**src/rtl/opct_pkg.sv**
```systemverilog
// opct_pkg: shared constants, opcode names and the command type of the
// obstacle containment table. No dependencies; imported by every rtl module but opct_ram.
package opct_pkg;

    // Field and storage widths
    localparam int COORD_BITS   = 10;              // input coordinate width
    localparam int COUNT_W      = 5;               // count fields of a result
    localparam int CW           = COORD_BITS + 2;  // inflated signed coordinate
    localparam int ROW_W        = 8 * CW;          // four vertices, x then y
    localparam int MAX_RECTS_DEF = 16;
    localparam int MAX_TRIS_DEF  = 16;

    // Opcodes
    localparam logic [1:0] OP_ADD_RECT = 2'd0;
    localparam logic [1:0] OP_ADD_TRI  = 2'd1;
    localparam logic [1:0] OP_QUERY    = 2'd2;
    localparam logic [1:0] OP_NONE     = 2'd3;

    // Command passed from the front end to the back end
    typedef struct packed {
        logic [1:0]            op;
        logic [ROW_W-1:0]      row;   // inflated vertices, triangles repeat v0 as v3
        logic [COORD_BITS-1:0] px;
        logic [COORD_BITS-1:0] py;
    } t_cmd;

endpackage

```
**src/rtl/opct_front.sv**
```systemverilog
// opct_front: accepts input items, inflates added obstacles by one cell and
// builds the command for the queue. Depends on opct_pkg.
module opct_front import opct_pkg::*; (
    input  logic                  i_valid,
    input  logic                  i_full,
    input  logic [1:0]            i_opcode,
    input  logic [COORD_BITS-1:0] i_vx [4],
    input  logic [COORD_BITS-1:0] i_vy [4],
    input  logic [COORD_BITS-1:0] i_point_x,
    input  logic [COORD_BITS-1:0] i_point_y,
    output logic                  o_stall,
    output logic                  o_push,
    output t_cmd                  o_cmd
);

    logic [COORD_BITS-1:0] w_x [4];
    logic [COORD_BITS-1:0] w_y [4];
    logic [COORD_BITS-1:0] w_lx, w_hx, w_ly, w_hy;

    function automatic logic [COORD_BITS-1:0] min2(input logic [COORD_BITS-1:0] a,
                                                   input logic [COORD_BITS-1:0] b);
        return (a < b) ? a : b;
    endfunction

    function automatic logic [COORD_BITS-1:0] max2(input logic [COORD_BITS-1:0] a,
                                                   input logic [COORD_BITS-1:0] b);
        return (a > b) ? a : b;
    endfunction

    // minimum moves down, otherwise maximum moves up; result is two's complement
    function automatic logic [CW-1:0] grow1(input logic [COORD_BITS-1:0] c,
                                            input logic [COORD_BITS-1:0] lo,
                                            input logic [COORD_BITS-1:0] hi);
        logic [CW-1:0] e;
        e = {2'b00, c};
        if (c == lo) begin
            return e - CW'(1);
        end else if (c == hi) begin
            return e + CW'(1);
        end
        return e;
    endfunction

    // a triangle repeats v0 in the fourth slot; bounds are unchanged by that
    always_comb begin
        for (int i = 0; i < 4; i++) begin
            w_x[i] = i_vx[i];
            w_y[i] = i_vy[i];
        end
        if (i_opcode != OP_ADD_RECT) begin
            w_x[3] = i_vx[0];
            w_y[3] = i_vy[0];
        end
    end

    // bounding box
    assign w_lx = min2(min2(w_x[0], w_x[1]), min2(w_x[2], w_x[3]));
    assign w_hx = max2(max2(w_x[0], w_x[1]), max2(w_x[2], w_x[3]));
    assign w_ly = min2(min2(w_y[0], w_y[1]), min2(w_y[2], w_y[3]));
    assign w_hy = max2(max2(w_y[0], w_y[1]), max2(w_y[2], w_y[3]));

    // command build
    always_comb begin
        o_cmd.op = i_opcode;
        o_cmd.px = i_point_x;
        o_cmd.py = i_point_y;
        o_cmd.row = '0;
        for (int i = 0; i < 4; i++) begin
            o_cmd.row[(2 * i) * CW +: CW]     = grow1(w_x[i], w_lx, w_hx);
            o_cmd.row[(2 * i + 1) * CW +: CW] = grow1(w_y[i], w_ly, w_hy);
        end
    end

    assign o_stall = i_full;
    assign o_push  = i_valid && !i_full;

endmodule

```
**config.mk**
```make
export PLATFORM = sky130hd
export DESIGN_NAME = opct_front
export DESIGN_NICKNAME = d
export VERILOG_FILES = /design/src/rtl/opct_pkg.sv /design/src/rtl/opct_front.sv
export SDC_FILE = /design/constraint.sdc
export NUM_CORES = 1
export LEC_CHECK = 0
export CAP_MARGIN = 40
export CORE_MARGIN = 5
export CORE_UTILIZATION = 40
export DETAILED_ROUTE_END_ITERATION = 6
export DONT_BUFFER_PORTS = 1
export GPL_TIMING_DRIVEN = 0
export PLACE_DENSITY = 0.56
export SYNTH_ARGS = -nofsm -noshare
export SYNTH_HDL_FRONTEND = slang
export SYNTH_SLANG_ARGS = --single-unit
```
**constraint.sdc**
```tcl
create_clock -name vclk -period 13.5
set_input_delay 3.375 -clock vclk [all_inputs]
set_output_delay 3.375 -clock vclk [all_outputs]
set_load 0.01 [all_outputs]
```
## After elaboration in Yosys (flattened, before gate mapping)

Cells that the tools add are included.
Widths: inputs -> output; s select.

| cells by class | value |
|---|---|
| multiplexer cells | 54 |
| eq/ne operators | 16 |
| $add $sub $neg | 16 |
| reduce and logical (&&, ||, !) cells | 3 |
| order comparisons | 12 |

Operators with widths:

| kind | number |
|---|---|
| $mux 12 | 24 |
| $eq 10x10->1 | 16 |
| $mux 10 | 14 |
| $add 10x1->11 const B | 8 |
| $sub 10x1->11 const B | 8 |
| $gt 10x10->1 | 6 |
| $lt 10x10->1 | 6 |
| $mux 1 | 16 |
| $reduce_bool 2->1 | 1 |
| $logic_and 1x1->1 | 1 |
| $logic_not 1->1 | 1 |

| word-level totals | value |
|---|---|
| input bits | 104 |
| register bits after elaboration | 0 |

## Longest topological paths before layout

| logic depth | value |
|---|---|
| word-level depth | 10 |
| mapped depth | 34 |

## Worst setup path before layout

OpenSTA, ideal clock, no wires.

| timing path | value |
|---|---|
| kind | input port to output port |
| from | in i_opcode[0] |
| to | out o_cmd[60] (netlist name) |
| data arrival time | 10192 ps |
| data required time | 10125 ps |
| stages | 30 |
| setup slack | -67 ps |
| cell sequence | buf_2 > nor2_1 > buf_2 > buf_2 > nand2_1 > o21ai_1 > inv_1 > ha_1 > nand4_1 > or2_2 > o41ai_2 > buf_4 > a21oi_2 > clkbuf_1 > nand2_1 > o21ai_0 > ha_1 > nand4_1 > nor3_1 > a221oi_1 > a32oi_1 > clkbuf_1 > clkbuf_1 > nand3_1 > o2111ai_1 > o2111ai_1 > nor4_4 > o21ai_0 > o32ai_1 > xnor2_1 |

RTL lines:

| what | RTL line | source |
|---|---|---|
| start, declared | opct_front.sv:6 | `input logic [1:0] i_opcode,` |
| end, declared | opct_front.sv:13 | `output t_cmd o_cmd` |

==> flow_summary.json <==
{
  "outcome": "finished, violations left",
  "violations": "DRC",
  "die-area_um2": 30740,
  "start_kind": "input port",
  "seq_area_um2": 0,
  "tns_ns": 0,
  "area_delta_synth_final_pct": 20.06,
  "place.detailed.hpwl_um": 40410,
  "drt_first_pass_iters": 7,
  "crit_required_ns": 10.12,
  "layout.nets": 1904,
  "path_class": "in -> out",
  "rsz0062_at_grt": "true",
  "max-cap-violations": 0,
  "final_common_cell": "xnor2_1",
  "coreArea_um2": 26950,
  "portBuffers": 0,
  "drt_iter0_drc": 1791,
  "grt_max_degree": 12,
  "die-height_um": 175.3,
  "worst-endpoint-arrival_ns": 9.99,
  "grt_pass1_vias": 13201,
  "syn-mean-instance-area_um2": 6.698,
  "place_congestion": 1.014,
  "fin_util_pct": 48.70,
  "die_w_um": 175.3,
  "layout_setup_ws_ns": 0.1379,
  "avgRoutedWirePerCell_um": 26.03,
  "seq_area_frac_synth_pct": 0,
  "worstMarginPinSlew_ns": 0.8375,
  "final.fill_count": 2773,
  "viasPerCell": 6.968,
  "synthCells": 1632,
  "ioPinCount": 224,
  "finalSetupViolations": 0,
  "grt_first_pass_wirelength_um": 78620,
  "path_max_fanout": 10,
  "initial_core_util_pct": 40.56,
  "drc_errors": 1,
  "power.leakage_nw": 5.052,
  "routed-via-count": 14291,
  "dp_slack_ns": -2.638,
  "wl_um": 53390,
  "fin_crit_sh_pct": 98.98,
  "holdCritPathClass": "in -> out",
  "syn_area_um2": 10930,
  "drive_gt1_share_pct": 20.90,
  "row_count": 60,
  "ys_types": 94,
  "synth_nets": 1826,
  "hold-worst-slack_ns": 6.799,
  "grt_usage_pct": 31.59,
  "grt_overflow": 0,
  "nClkBuffers": 0,
  "hold_violations": 0,
  "finalMaxSlewViolations": 0,
  "yosys_warnings": 0,
  "grt_antenna_before_repair": 2,
  "slew-limit-headroom_pct": 42.72,
  "powerDensity_nw_per_um2": 81.53,
  "most-common-layout-cells": "141 x xnor2_1, 119 x nand2_1, 100 x buf_4, 88 x ha_1, 85 x o21ai_0",
  "period_needed_ns": 13.36,
  "fmax_mhz": 74.84,
  "antenna_left": 0,
  "ir_worst_vdd_mv": 0.03747,
  "cp-end-kind": "output port",
  "nFlopsAndLatches": 0
}
[worst max-delay path, cell delays in order]
cell	delay, ns
buf_2	0.16
nor2_4	0.25
buf_12	0.17
buf_12	0.14
mux2_4	0.35
inv_6	0.11
ha_1	0.27
and4_1	0.23
and2_1	0.18
a311oi_2	0.37
o21ai_4	0.16
buf_8	0.18
mux2i_4	0.29
ha_1	0.29
and3_1	0.16
a221o_1	0.32
a211o_1	0.33
a31oi_4	0.21
nand2_2	0.14
o21ai_4	0.24
buf_6	0.20
o31ai_1	0.09
a222oi_1	0.46
o2111ai_2	0.28
or2_1	0.28
buf_2	0.18
nor4b_4	0.33
o21bai_4	0.21
[repair_timing]
| action | CTS | global route |
|---|---|---|
| cloned | 0 | 7 |
| endpoints found under the hold margin | 0 | 0 |
| pin swaps | 22 | 40 |
| hold buffers | 0 | 0 |
| buffers inserted | 30 | 33 |
| resized for setup | 165 | 144 |
| endpoints found under the setup margin | 96 | 94 |
[final cells by class]
cell class,instances,area [um2],area share (%)
Timing Repair Buffer,81,648.1,4.938
Inverter,104,424.2,3.232
Tap cell,341,426.7,3.251
Buffer,142,899.6,6.854
Antenna cell,2,5.005,0.03813
Multi-Input combinational cell,1381,10720,81.69
[cell families (layout without fill, tap and decap cells)]
| family | after synthesis | count (layout) | synth area share (%) |
|---|---|---|---|
| xor+xnor | 172 | 172 | 13.78 |
| mux | 87 | 87 | 8.447 |
| fa+ha+maj | 90 | 90 | 10.30 |
| simple gates | 553 | 553 | 26.49 |
| compound gates | 479 | 479 | 30.82 |
| other cells | 0 | 2 | 0 |
| buf+inv | 251 | 327 | 10.16 |
[synth_stat cells (8+ instances only)]
master       n  area share (%)
buf_4       28             1.9
o211ai_1    22             1.5
ha_1        90              10
nand2_1    121             4.2
a21oi_1     80             3.7
buf_2       20            0.92
a31oi_1     18             1.0
a221oi_1    13             1.0
o2111ai_1    9            0.72
o22ai_1     14            0.80
clkinv_1    19            0.65
and2_1      20             1.1
nor4_1      26             1.5
a41oi_1      9            0.72
o21ai_1     17            0.78
xor2_1      29             2.3
a222oi_1     9            0.82
mux2_2      16             1.6
inv_1       82             2.8
a211oi_1    37             2.5
nand4_1     46             2.6
and3_1      31             1.8
a22oi_1     10            0.69
xnor2_1    143              11
o31ai_1      9            0.62
nand3_1     76             3.5
or3_1       18             1.0
or2_2       15            0.86
o221ai_1    19             1.5
o21ai_0     99             4.5
nor2_1      85             2.9
a21o_1      12            0.82
clkbuf_1    88             3.0
a221o_1      8            0.73
mux2i_1     67             6.1
nor3_1      66             3.0
[per-layer routing]
metal  GRT usage, %  up-vias  part of all wire (%)
li1               -     6279                     -
met1          41.65     6669                    39
met2          50.98     1096                    44
met3          6.005      247                    12
met4          12.34        0                   5.0
met5              0        -                     0
[report_power, final]
part	switching (mW)	internal (mW)
clock network	0	0.0000000199
logic	0.658	0.412
registers	0	0
total	0.658	0.412
[final timing paths]
| check | startpoint | to | slack (ns) | depth (start not counted) |
|---|---|---|---|---|
| worst max-delay path | i_opcode[0] | o_cmd[78] | 0.14 | 28 |
| worst min-delay path | i_full | o_push | 6.80 | 1 |
[stage by stage]
step                power, mW  cell area [um2]  cells
floorplan              0.6470            10950   1632
global placement       0.8658            11380   1973
detailed placement     0.8703            11460   1984
CTS                    0.9609            12290   2012
global route            1.130            13130   2051
finish                  1.070            13130   2051
No activity file was read; power rests on OpenSTA's default activity.
