<file path="src/rtl/opct_pkg.sv">
// opct_pkg: shared constants, opcode names and the command type of the
// obstacle containment table. No dependencies; imported by every rtl module but opct_ram.
package opct_pkg;

    // Field and storage widths
    localparam int COORD_BITS   = 10;              // input coordinate width
    localparam int COUNT_W      = 5;               // count fields of a result
    localparam int CW           = COORD_BITS + 2;  // inflated signed coordinate
    localparam int ROW_W        = 8 * CW;          // four vertices, x then y
    localparam int MAX_RECTS_DEF = 16;
    localparam int MAX_TRIS_DEF  = 16;

    // Opcodes
    localparam logic [1:0] OP_ADD_RECT = 2'd0;
    localparam logic [1:0] OP_ADD_TRI  = 2'd1;
    localparam logic [1:0] OP_QUERY    = 2'd2;
    localparam logic [1:0] OP_NONE     = 2'd3;

    // Command passed from the front end to the back end
    typedef struct packed {
        logic [1:0]            op;
        logic [ROW_W-1:0]      row;   // inflated vertices, triangles repeat v0 as v3
        logic [COORD_BITS-1:0] px;
        logic [COORD_BITS-1:0] py;
    } t_cmd;

endpackage

</file>
<file path="src/rtl/opct_queue.sv">
// opct_queue: two-entry command queue between the front and back ends.
// Depends on opct_pkg.
module opct_queue import opct_pkg::*; (
    input  logic i_clk,
    input  logic i_rst_n,
    input  logic i_push,
    input  t_cmd i_cmd,
    input  logic i_pop,
    output logic o_full,
    output logic o_nempty,
    output t_cmd o_head
);

    localparam int QDEPTH = 2;

    t_cmd       r_slot [QDEPTH];
    logic       r_wp, r_rp;
    logic [1:0] r_cnt;
    logic       n_wp, n_rp;
    logic [1:0] n_cnt;

    assign o_full   = (r_cnt == 2'(QDEPTH));
    assign o_nempty = (r_cnt != 2'd0);
    assign o_head   = r_slot[r_rp];

    // pointer and fill count
    always_comb begin
        n_wp  = r_wp;
        n_rp  = r_rp;
        n_cnt = r_cnt;
        if (i_push) begin
            n_wp = !r_wp;
        end
        if (i_pop) begin
            n_rp = !r_rp;
        end
        if (i_push && !i_pop) begin
            n_cnt = r_cnt + 2'd1;
        end else if (!i_push && i_pop) begin
            n_cnt = r_cnt - 2'd1;
        end
    end

    always_ff @(posedge i_clk) begin
        if (!i_rst_n) begin
            r_wp  <= 1'b0;
            r_rp  <= 1'b0;
            r_cnt <= 2'd0;
        end else begin
            r_wp  <= n_wp;
            r_rp  <= n_rp;
            r_cnt <= n_cnt;
        end
    end

    // slot storage
    always_ff @(posedge i_clk) begin
        if (i_push) begin
            r_slot[r_wp] <= i_cmd;
        end
    end

endmodule

</file>
<file path="config.mk">
export PLATFORM = sky130hd
export DESIGN_NAME = opct_queue
export DESIGN_NICKNAME = d
export VERILOG_FILES = /design/src/rtl/opct_pkg.sv /design/src/rtl/opct_queue.sv
export SDC_FILE = /design/constraint.sdc
export NUM_CORES = 1
export LEC_CHECK = 0
export ABC_AREA = 1
export BUFFER_PORTS_ARGS = -buffer_cell sky130_fd_sc_hd__clkbuf_2
export CAP_MARGIN = 10
export CORE_UTILIZATION = 40
export CTS_CLUSTER_SIZE = 28
export DETAILED_ROUTE_END_ITERATION = 8
export GPL_ROUTABILITY_DRIVEN = 0
export SLEW_MARGIN = 20
export SYNTH_ARGS = -nofsm -noshare
export SYNTH_HDL_FRONTEND = slang
export SYNTH_SLANG_ARGS = --single-unit
</file>
<file path="constraint.sdc">
create_clock -name i_clk -period 14.4 [get_ports i_clk]
set_input_delay 0.72 -clock i_clk [delete_from_list [all_inputs] [get_ports i_clk]]
set_output_delay 0.72 -clock i_clk [all_outputs]
set_load 0.03 [all_outputs]
</file>
== Yosys cells after proc, flatten, opt, wreduce, memory -nomap -nowiden ==
Memories as Yosys holds them, arrays and structs flattened. A register that Yosys moved wholly into a read port is not among the register bits.
Cells that the tools add are included.
Storage, ports and cells
  memory bits (read-only): 0
  bits in latches: 0
  bits of input ports: 122
  output and inout bits: 120
  flip-flop bits (word level): 4
  memories kept: 1
  bits in writable memories: 236
Operators by class
  $mul: 0
  reductions and logical operators: 8
  muxes and demuxes: 6
  $add $sub $neg: 2
  equal/unequal tests: 1
  magnitude comparators: 0
  shift operators: 0
  bitwise gates (word level): 0
  div/mod/pow operators: 0
Memories
  r_slot: words 2, width 118, read ports 1, clocked after Yosys merged registers in 1, wr ports 1, line opct_queue.sv:16  | t_cmd r_slot [QDEPTH];
Operators with widths (number)
  $logic_not A1 Y1: 4
  $mux W1: 4
  $mux W2: 2
  $reduce_bool A2 Y1: 2
  $add A2 B1 Y2 const B: 1
  $eq A2 B2 Y1 const B: 1
  $logic_and A1 B1 Y1: 2
  $sub A2 B1 Y2 const B: 1

== Logic depth before layout (Yosys ltp) ==
Gate-level depths: netlist (run 1).
  depth after elaboration: 4
  depth in mapped cells: 8
  gate-level depth less buffers: 8

== Least setup slack after synthesis (run 1) ==
Ideal clock, no wire load.
  path kind: input-to-reg
  from: input port i_push
  to: memory r_slot[0][0] in the netlist's numbering (enable)
  setup time: 600 ps
  arrival: 5697 ps
  required time: 13800 ps
  buffers on the path: 0
  cell stages on the path: 2
  slack: 8104 ps
  cell sequence: inv_1 > nor2_1
On the way
  longest elaborated chain between the ends: 2
Ends and longest elaborated chain
  from (decl): line opct_queue.sv:6  | input logic i_push,
  $mux W1: line opct_queue.sv:58  | if (i_push) begin
  $mux W1 (implied by the code): line opct_queue.sv:59  | r_slot[r_wp] <= i_cmd;
  to (decl): line opct_queue.sv:16
Every way passes these cells.

==> results of run 1 <==
==> cells in the mapped netlist, drive strengths merged <==
library cell / n / area, sq um
inv: 8 / 30.03
nand4: 1 / 6.260
mux2: 118 / 1404
nor2: 8 / 30.03
nand3: 1 / 5.000
dfxtp: 5 / 100.1
buf: 13 / 90.08
edfxtp: 236 / 7087
nand2: 9 / 33.78
a21oi: 1 / 5.000
ha: 1 / 12.51
o21ai: 1 / 5.000
==> cell families (layout without fill, tap and decap cells) <==
kind of cell    Yosys count  in the layout  share of synthesized area [%]
flops                   241            241                          81.59
mux                     118            118                          15.94
buf+inv                  21            299                          1.364
simple gates             19             19                         0.8523
compound gates            2              2                         0.1135
fa+ha+maj                 1              1                         0.1420
==> per-layer routing <==
layer / track usage (%) / vias to the layer above / share of wire (%) / wire, um
met2: 24.70 / 176 / 49 / 8126
met5: 0 / - / 0 / 0
met4: 4.293 / 0 / 2.2 / 360
met1: 17.66 / 2222 / 40 / 6563
li1: - / 2097 / - / -
met3: 4.091 / 34 / 8.8 / 1461
==> worst max path at each step <==
stage	from	endpoint	slack, ns	cells past startpoint
global route	flip-flop	o_head[4]	10.57	3
CTS	flip-flop	o_head[4]	10.68	3
floorplan	i_push	r_slot[0][0]	8.10	2
global placement	flip-flop	o_head[4]	11.32	3
detailed placement	flip-flop	o_head[4]	11.25	3
finish	flip-flop	o_head[4]	10.76	3
==> power by group through the flow <==
stage / clock network (W) / registers, W / logic (W)
floorplan: 0 / 0.000838 / 0.000130
global placement: 0 / 0.000838 / 0.000184
detailed placement: 0 / 0.000840 / 0.000188
CTS: 0.000668 / 0.000825 / 0.000188
global route: 0.000695 / 0.000828 / 0.000198
finish: 0.000648 / 0.000825 / 0.000185
==> worst register-to-register path, stage by stage, from the launching register on <==
cell	delay (ns)
dfxtp_1	0.40
nand2_1	0.13
inv_4	0.54
buf_4	0.81
==> state kept, by name, summed over array words and instances, names as in the netlist, named ones only <==
register,cells
r_wp,1
r_cnt,2
r_rp,1
r_slot,236
==> area by class of cell <==
type                            count  area share (%)
Sequential cell                   241           64.49
Clock inverter                     16           1.649
Tap cell                          275           3.086
Clock buffer                       30           5.868
Timing Repair Buffer              245           11.09
Inverter                            8          0.2917
Multi-Input combinational cell    140           13.53
==> per-stage QoR <==
| stage | utilization [%] | area (sq um) |
|---|---|---|
| 5_1_grt | 52.38 | 11150 |
| 6_report | 52.38 | 11150 |
| 4_1_cts | 52.38 | 11150 |
| 2_1_floorplan | - | 8808 |
| 3_5_place_dp | 48.45 | 10310 |
| 3_3_place_gp | 48.45 | 10310 |
==> metrics.txt, run 1 <==
die outline height 150.4 um; Pint 0.001274 W; Syn Nets 525; CP Capture Type output pin; Mean Syn Cell Area 21.91 sq um; n_diodes 0; crit-path cells buf_4 > mux2_2 > clkbuf_2; 1st-iter DRT viols 248; clock power share 39.1%; post-cts resize count 0; Sw Pwr 0.0003840 W; Worst VDD drop 0.09299 mV; RSZ-0062 raised after global routing false; Synth Warn # 0; CP top delay family buffers and inverters; Root Driver clkbuf_16; Die ar. 22620 sq um; setup slack, reg-to-reg 12.07 ns; clock-pin slew on the worst setup and hold paths 0.06 ns; Least-Margin Pin Slew 1.050 ns; number of max-cap violations 0; ratio of cells with drive above 1 in the final layout 59.41%; most frequent cells in the layout 241 x clkbuf_2, 236 x edfxtp_1, 98 x mux2_2; Sequential Area 7191 sq um; CTS sink count 241; Yosys reg bits 241; HPWL after DPL 10870 um; H-tree depth 1; hold_sp i_cmd[39]; slowest cell delay on critical path 0.85 ns; nets 784; number of global-route vias before repair 4800; clock buffer depth 3; status completed; RR Startpoint r_wp; post-synthesis sequential area ratio 81.59%; Cell Rows 53; WHS Path Cells 1; Hold WC Path Type primary input to flip-flop; Sw Share 23.16%; average wire per standard cell 17.29 um; Routed WL 16510 um; vias per inst 4.742; Crit-path slowest cell buf_4; register share of total power 49.8%; first-pass GRT wire length 24910 um; Final Skew 0.005977 ns; core footprint 21290 sq um; IO Pins 242; port bufs 241; initial antenna violation count 0; crit path time final 3.643 ns; CTS Hold Bufs 0; Final Hold Vio Count 0; Worst Hold Path EP r_slot[1][39]; Crit Reg-Reg Endpoint r_slot[1][4]; Critical Path Fanout Max 69; pwr dens 148.7 nW/um^2; f_max 274.5 MHz; DRT antenna net count 0; final worst setup slack 10.76 ns; Remaining DRCs 0; Initial DRT Pass Iterations 4; CP arrival 2.92 ns; Place WS 11.25 ns; largest net degree at the start of global routing 70; Die X-Extent 150.4 um; fin crit share 25.30%; WS Path Type flip-flop to output pin; Post-CTS Setup Bufs 0; vias 4529; Cells after Synth 402; post-route insts no fill 955; Worst setup SP type flip-flop; WP buf/inv 2; initial core utilization 41.38%; Unique masters post-synth 14; Leakage 4.299 nW; total gr overflow 0; Placed Cells 909; filler instances 1760; final setup violation count 0; Min Hold Slack 0.3968 ns; CTS Buf Count 25; post-synth design cell area 8808 sq um; area occupied by multi-input gates 1509 sq um; setup TNS 0 ns; Worst-Skew Late Latency 0.51 ns; Design Power 0.001658 W; max_slew headroom 30.01%; CTS tree yes; Gate power share 11.2%; GRT Resource Usage Total 14.42%; commonest non-fill, non-tap cell in the layout clkbuf_2; Req. time, crit path 13.68 ns; Layout area overhead 26.59%; worst r2r path cells 3; Slew Viols, Final 0
Note: power is estimated with default switching activity, not from simulation.
==> run 2: changes to the inputs <==
clock period = 3.45 ns   (was 14.4 ns; I/O delays follow)
==> run 2 against run 1 <==
Effect of this change:
- clock skew rose by 0.0043 ns
- register-to-register slack got worse by 10 ns
- cell count rose by 13%
- count of clock-buffer cells in the layout fell by 1
- sequential power rose to 4.2 times the previous value
- non-clock buffer count rose by 123
- die area did not move
- worst hold slack got worse by 0.33 ns
- routed wire length rose by 6.3%
- critical path depth did not move
- total power rose to 4.2 times the previous value
- critical endpoint is now o_head[15]
- largest power group unchanged
==> metrics.txt, run 2 (synthesis gave the netlist of run 1 again) <==
status completed; Hold WC Path Type primary input to flip-flop; crit path time final 2.436 ns; clock buffer depth 3; setup TNS 0 ns; Die ar. 22620 sq um; Leakage 4.801 nW; Post-CTS Setup Bufs 0; max FFs per register 236; pwr dens 557.1 nW/um^2; HPWL after DPL 10870 um; vias per inst 4.578; nets 908; clock power share 37.0%; f_max 410.5 MHz; Layout area overhead 40.36%; worst r2r path cells 3; initial core utilization 41.38%; Routed WL 17560 um; IO Pins 242; total gr overflow 0; Initial DRT Pass Iterations 4; hold_sp i_push; max_slew headroom 44.55%; CP Capture Type output pin; Pint 0.005251 W; Worst setup SP type flip-flop; Least-Margin Pin Slew 0.8317 ns; ratio of cells with drive above 1 in the final layout 50.37%; filler instances 1624; DRT antenna net count 0; 1st-iter DRT viols 199; Root Driver clkbuf_16; crit-path cells buf_4 > mux2_2 > clkbuf_2; die outline height 150.4 um; Remaining DRCs 0; Placed Instance Area 10350 sq um; register share of total power 49.9%; average wire per standard cell 16.27 um; GRT Resource Usage Total 15.43%; n_diodes 0; clock-pin slew on the worst setup and hold paths 0.06 ns; setup slack, reg-to-reg 1.82 ns; Gate power share 13.1%; number of global-route vias before repair 5296; number of max-cap violations 0; Crit Reg-Reg Endpoint r_slot[1][98]; port bufs 241; CP arrival 2.26 ns; Worst-Skew Late Latency 0.51 ns; Sw Share 23.77%; top flop regs r_slot x236, r_cnt x2; RR Startpoint r_wp; WHS Path Cells 3; CTS Hold Bufs 121; final setup violation count 0; Die X-Extent 150.4 um; WS Path Type flip-flop to output pin; Worst Hold Path EP r_cnt[0]; commonest non-fill, non-tap cell in the layout clkbuf_2; Sw Pwr 0.001637 W; CTS Buf Count 26; Req. time, crit path 3.28 ns; slowest cell delay on critical path 0.66 ns; Worst VDD drop 0.4760 mV; first-pass GRT wire length 26580 um; initial antenna violation count 0; area occupied by multi-input gates 1509 sq um; Cell Rows 53; largest net degree at the start of global routing 66; H-tree depth 1; CTS tree yes; Sequential Area 7191 sq um; post-cts resize count 0; Slew Viols, Final 0; CTS sink count 241; RSZ-0062 raised after global routing false; most frequent cells in the layout 241 x clkbuf_2, 236 x edfxtp_1, 121 x dlygate4sd3_1; largest reg by FF count r_slot; Final Cell Area 12360 sq um; core footprint 21290 sq um; Final Skew 0.01027 ns; vias 4940; Critical Path Fanout Max 34; fin crit share 70.62%; Crit-path slowest cell dfxtp_4; Final Hold Vio Count 0
==> run 2: cell types whose count changed in the layout (fill, tap and decap cells not counted), sizes merged <==
cell and delta:
clkbuf -1, clkinvlp +1, clkinv +5, bufinv -3
inv -1, dlygate4sd3 +121, buf +2
==> run 2: final cells by class <==
| cell class | instances | area share (%) |
|---|---|---|
| clock buffers | 29 | 5.526 |
| repair buffers | 368 | 20.12 |
| inverters | 8 | 0.2631 |
| flip-flops and latches | 241 | 58.16 |
| well taps | 275 | 2.783 |
| clock inverters | 18 | 0.9412 |
| multi-input cells | 140 | 12.21 |
==> run 2: worst max-delay path by stage <==
stage,from,to,slack [ns]
finish,flip-flop,o_head[15],1.01
detailed placement,flip-flop,o_head[15],1.51
global route,flip-flop,o_head[15],0.88
CTS,flip-flop,o_head[15],0.94
floorplan,r_wp,r_slot[1][0],0.23
global placement,flip-flop,o_head[22],1.55
==> run 2: stage by stage <==
| step | hold WS (ns) | setup slack (ns) | instances | utilization [%] | total power, W |
|---|---|---|---|---|---|
| 2_1_floorplan | 0.2714 | 0.2286 | 402 | - | 0.004029 |
| 6_report | 0.07003 | 1.014 | 1079 | 58.08 | 0.006888 |
| 3_3_place_gp | 0.3612 | 1.554 | 911 | 48.63 | 0.004277 |
| 5_1_grt | 0.07332 | 0.8774 | 1079 | 58.08 | 0.007151 |
| 3_5_place_dp | 0.3651 | 1.511 | 911 | 48.63 | 0.004298 |
| 4_1_cts | 0.03605 | 0.9433 | 1079 | 58.08 | 0.006980 |
==> run 2: power by group through the flow <==
stage               logic, W  registers (W)  clock network [W]
global placement    0.000784        0.00349                  0
global route        0.000961        0.00345            0.00274
CTS                 0.000911        0.00344            0.00263
floorplan           0.000544        0.00348                  0
finish              0.000901        0.00344            0.00255
detailed placement  0.000797        0.00350                  0
==> run 2: critical path: cells and delay by family (launching register included) <==
kind | cells | cell delay [ns]
buffers and inverters | 2 | 0.67
flip-flops | 1 | 0.66
multiplexers | 1 | 0.40
==> run 2: layer usage <==
layer / vias to the layer above / global-route usage [%] / routed length (um)
li1: 2349 / - / -
met1: 2379 / 18.32 / 7228
met2: 180 / 26.61 / 8556
met3: 32 / 4.636 / 1359
met4: 0 / 5.202 / 413
met5: - / 0 / 0
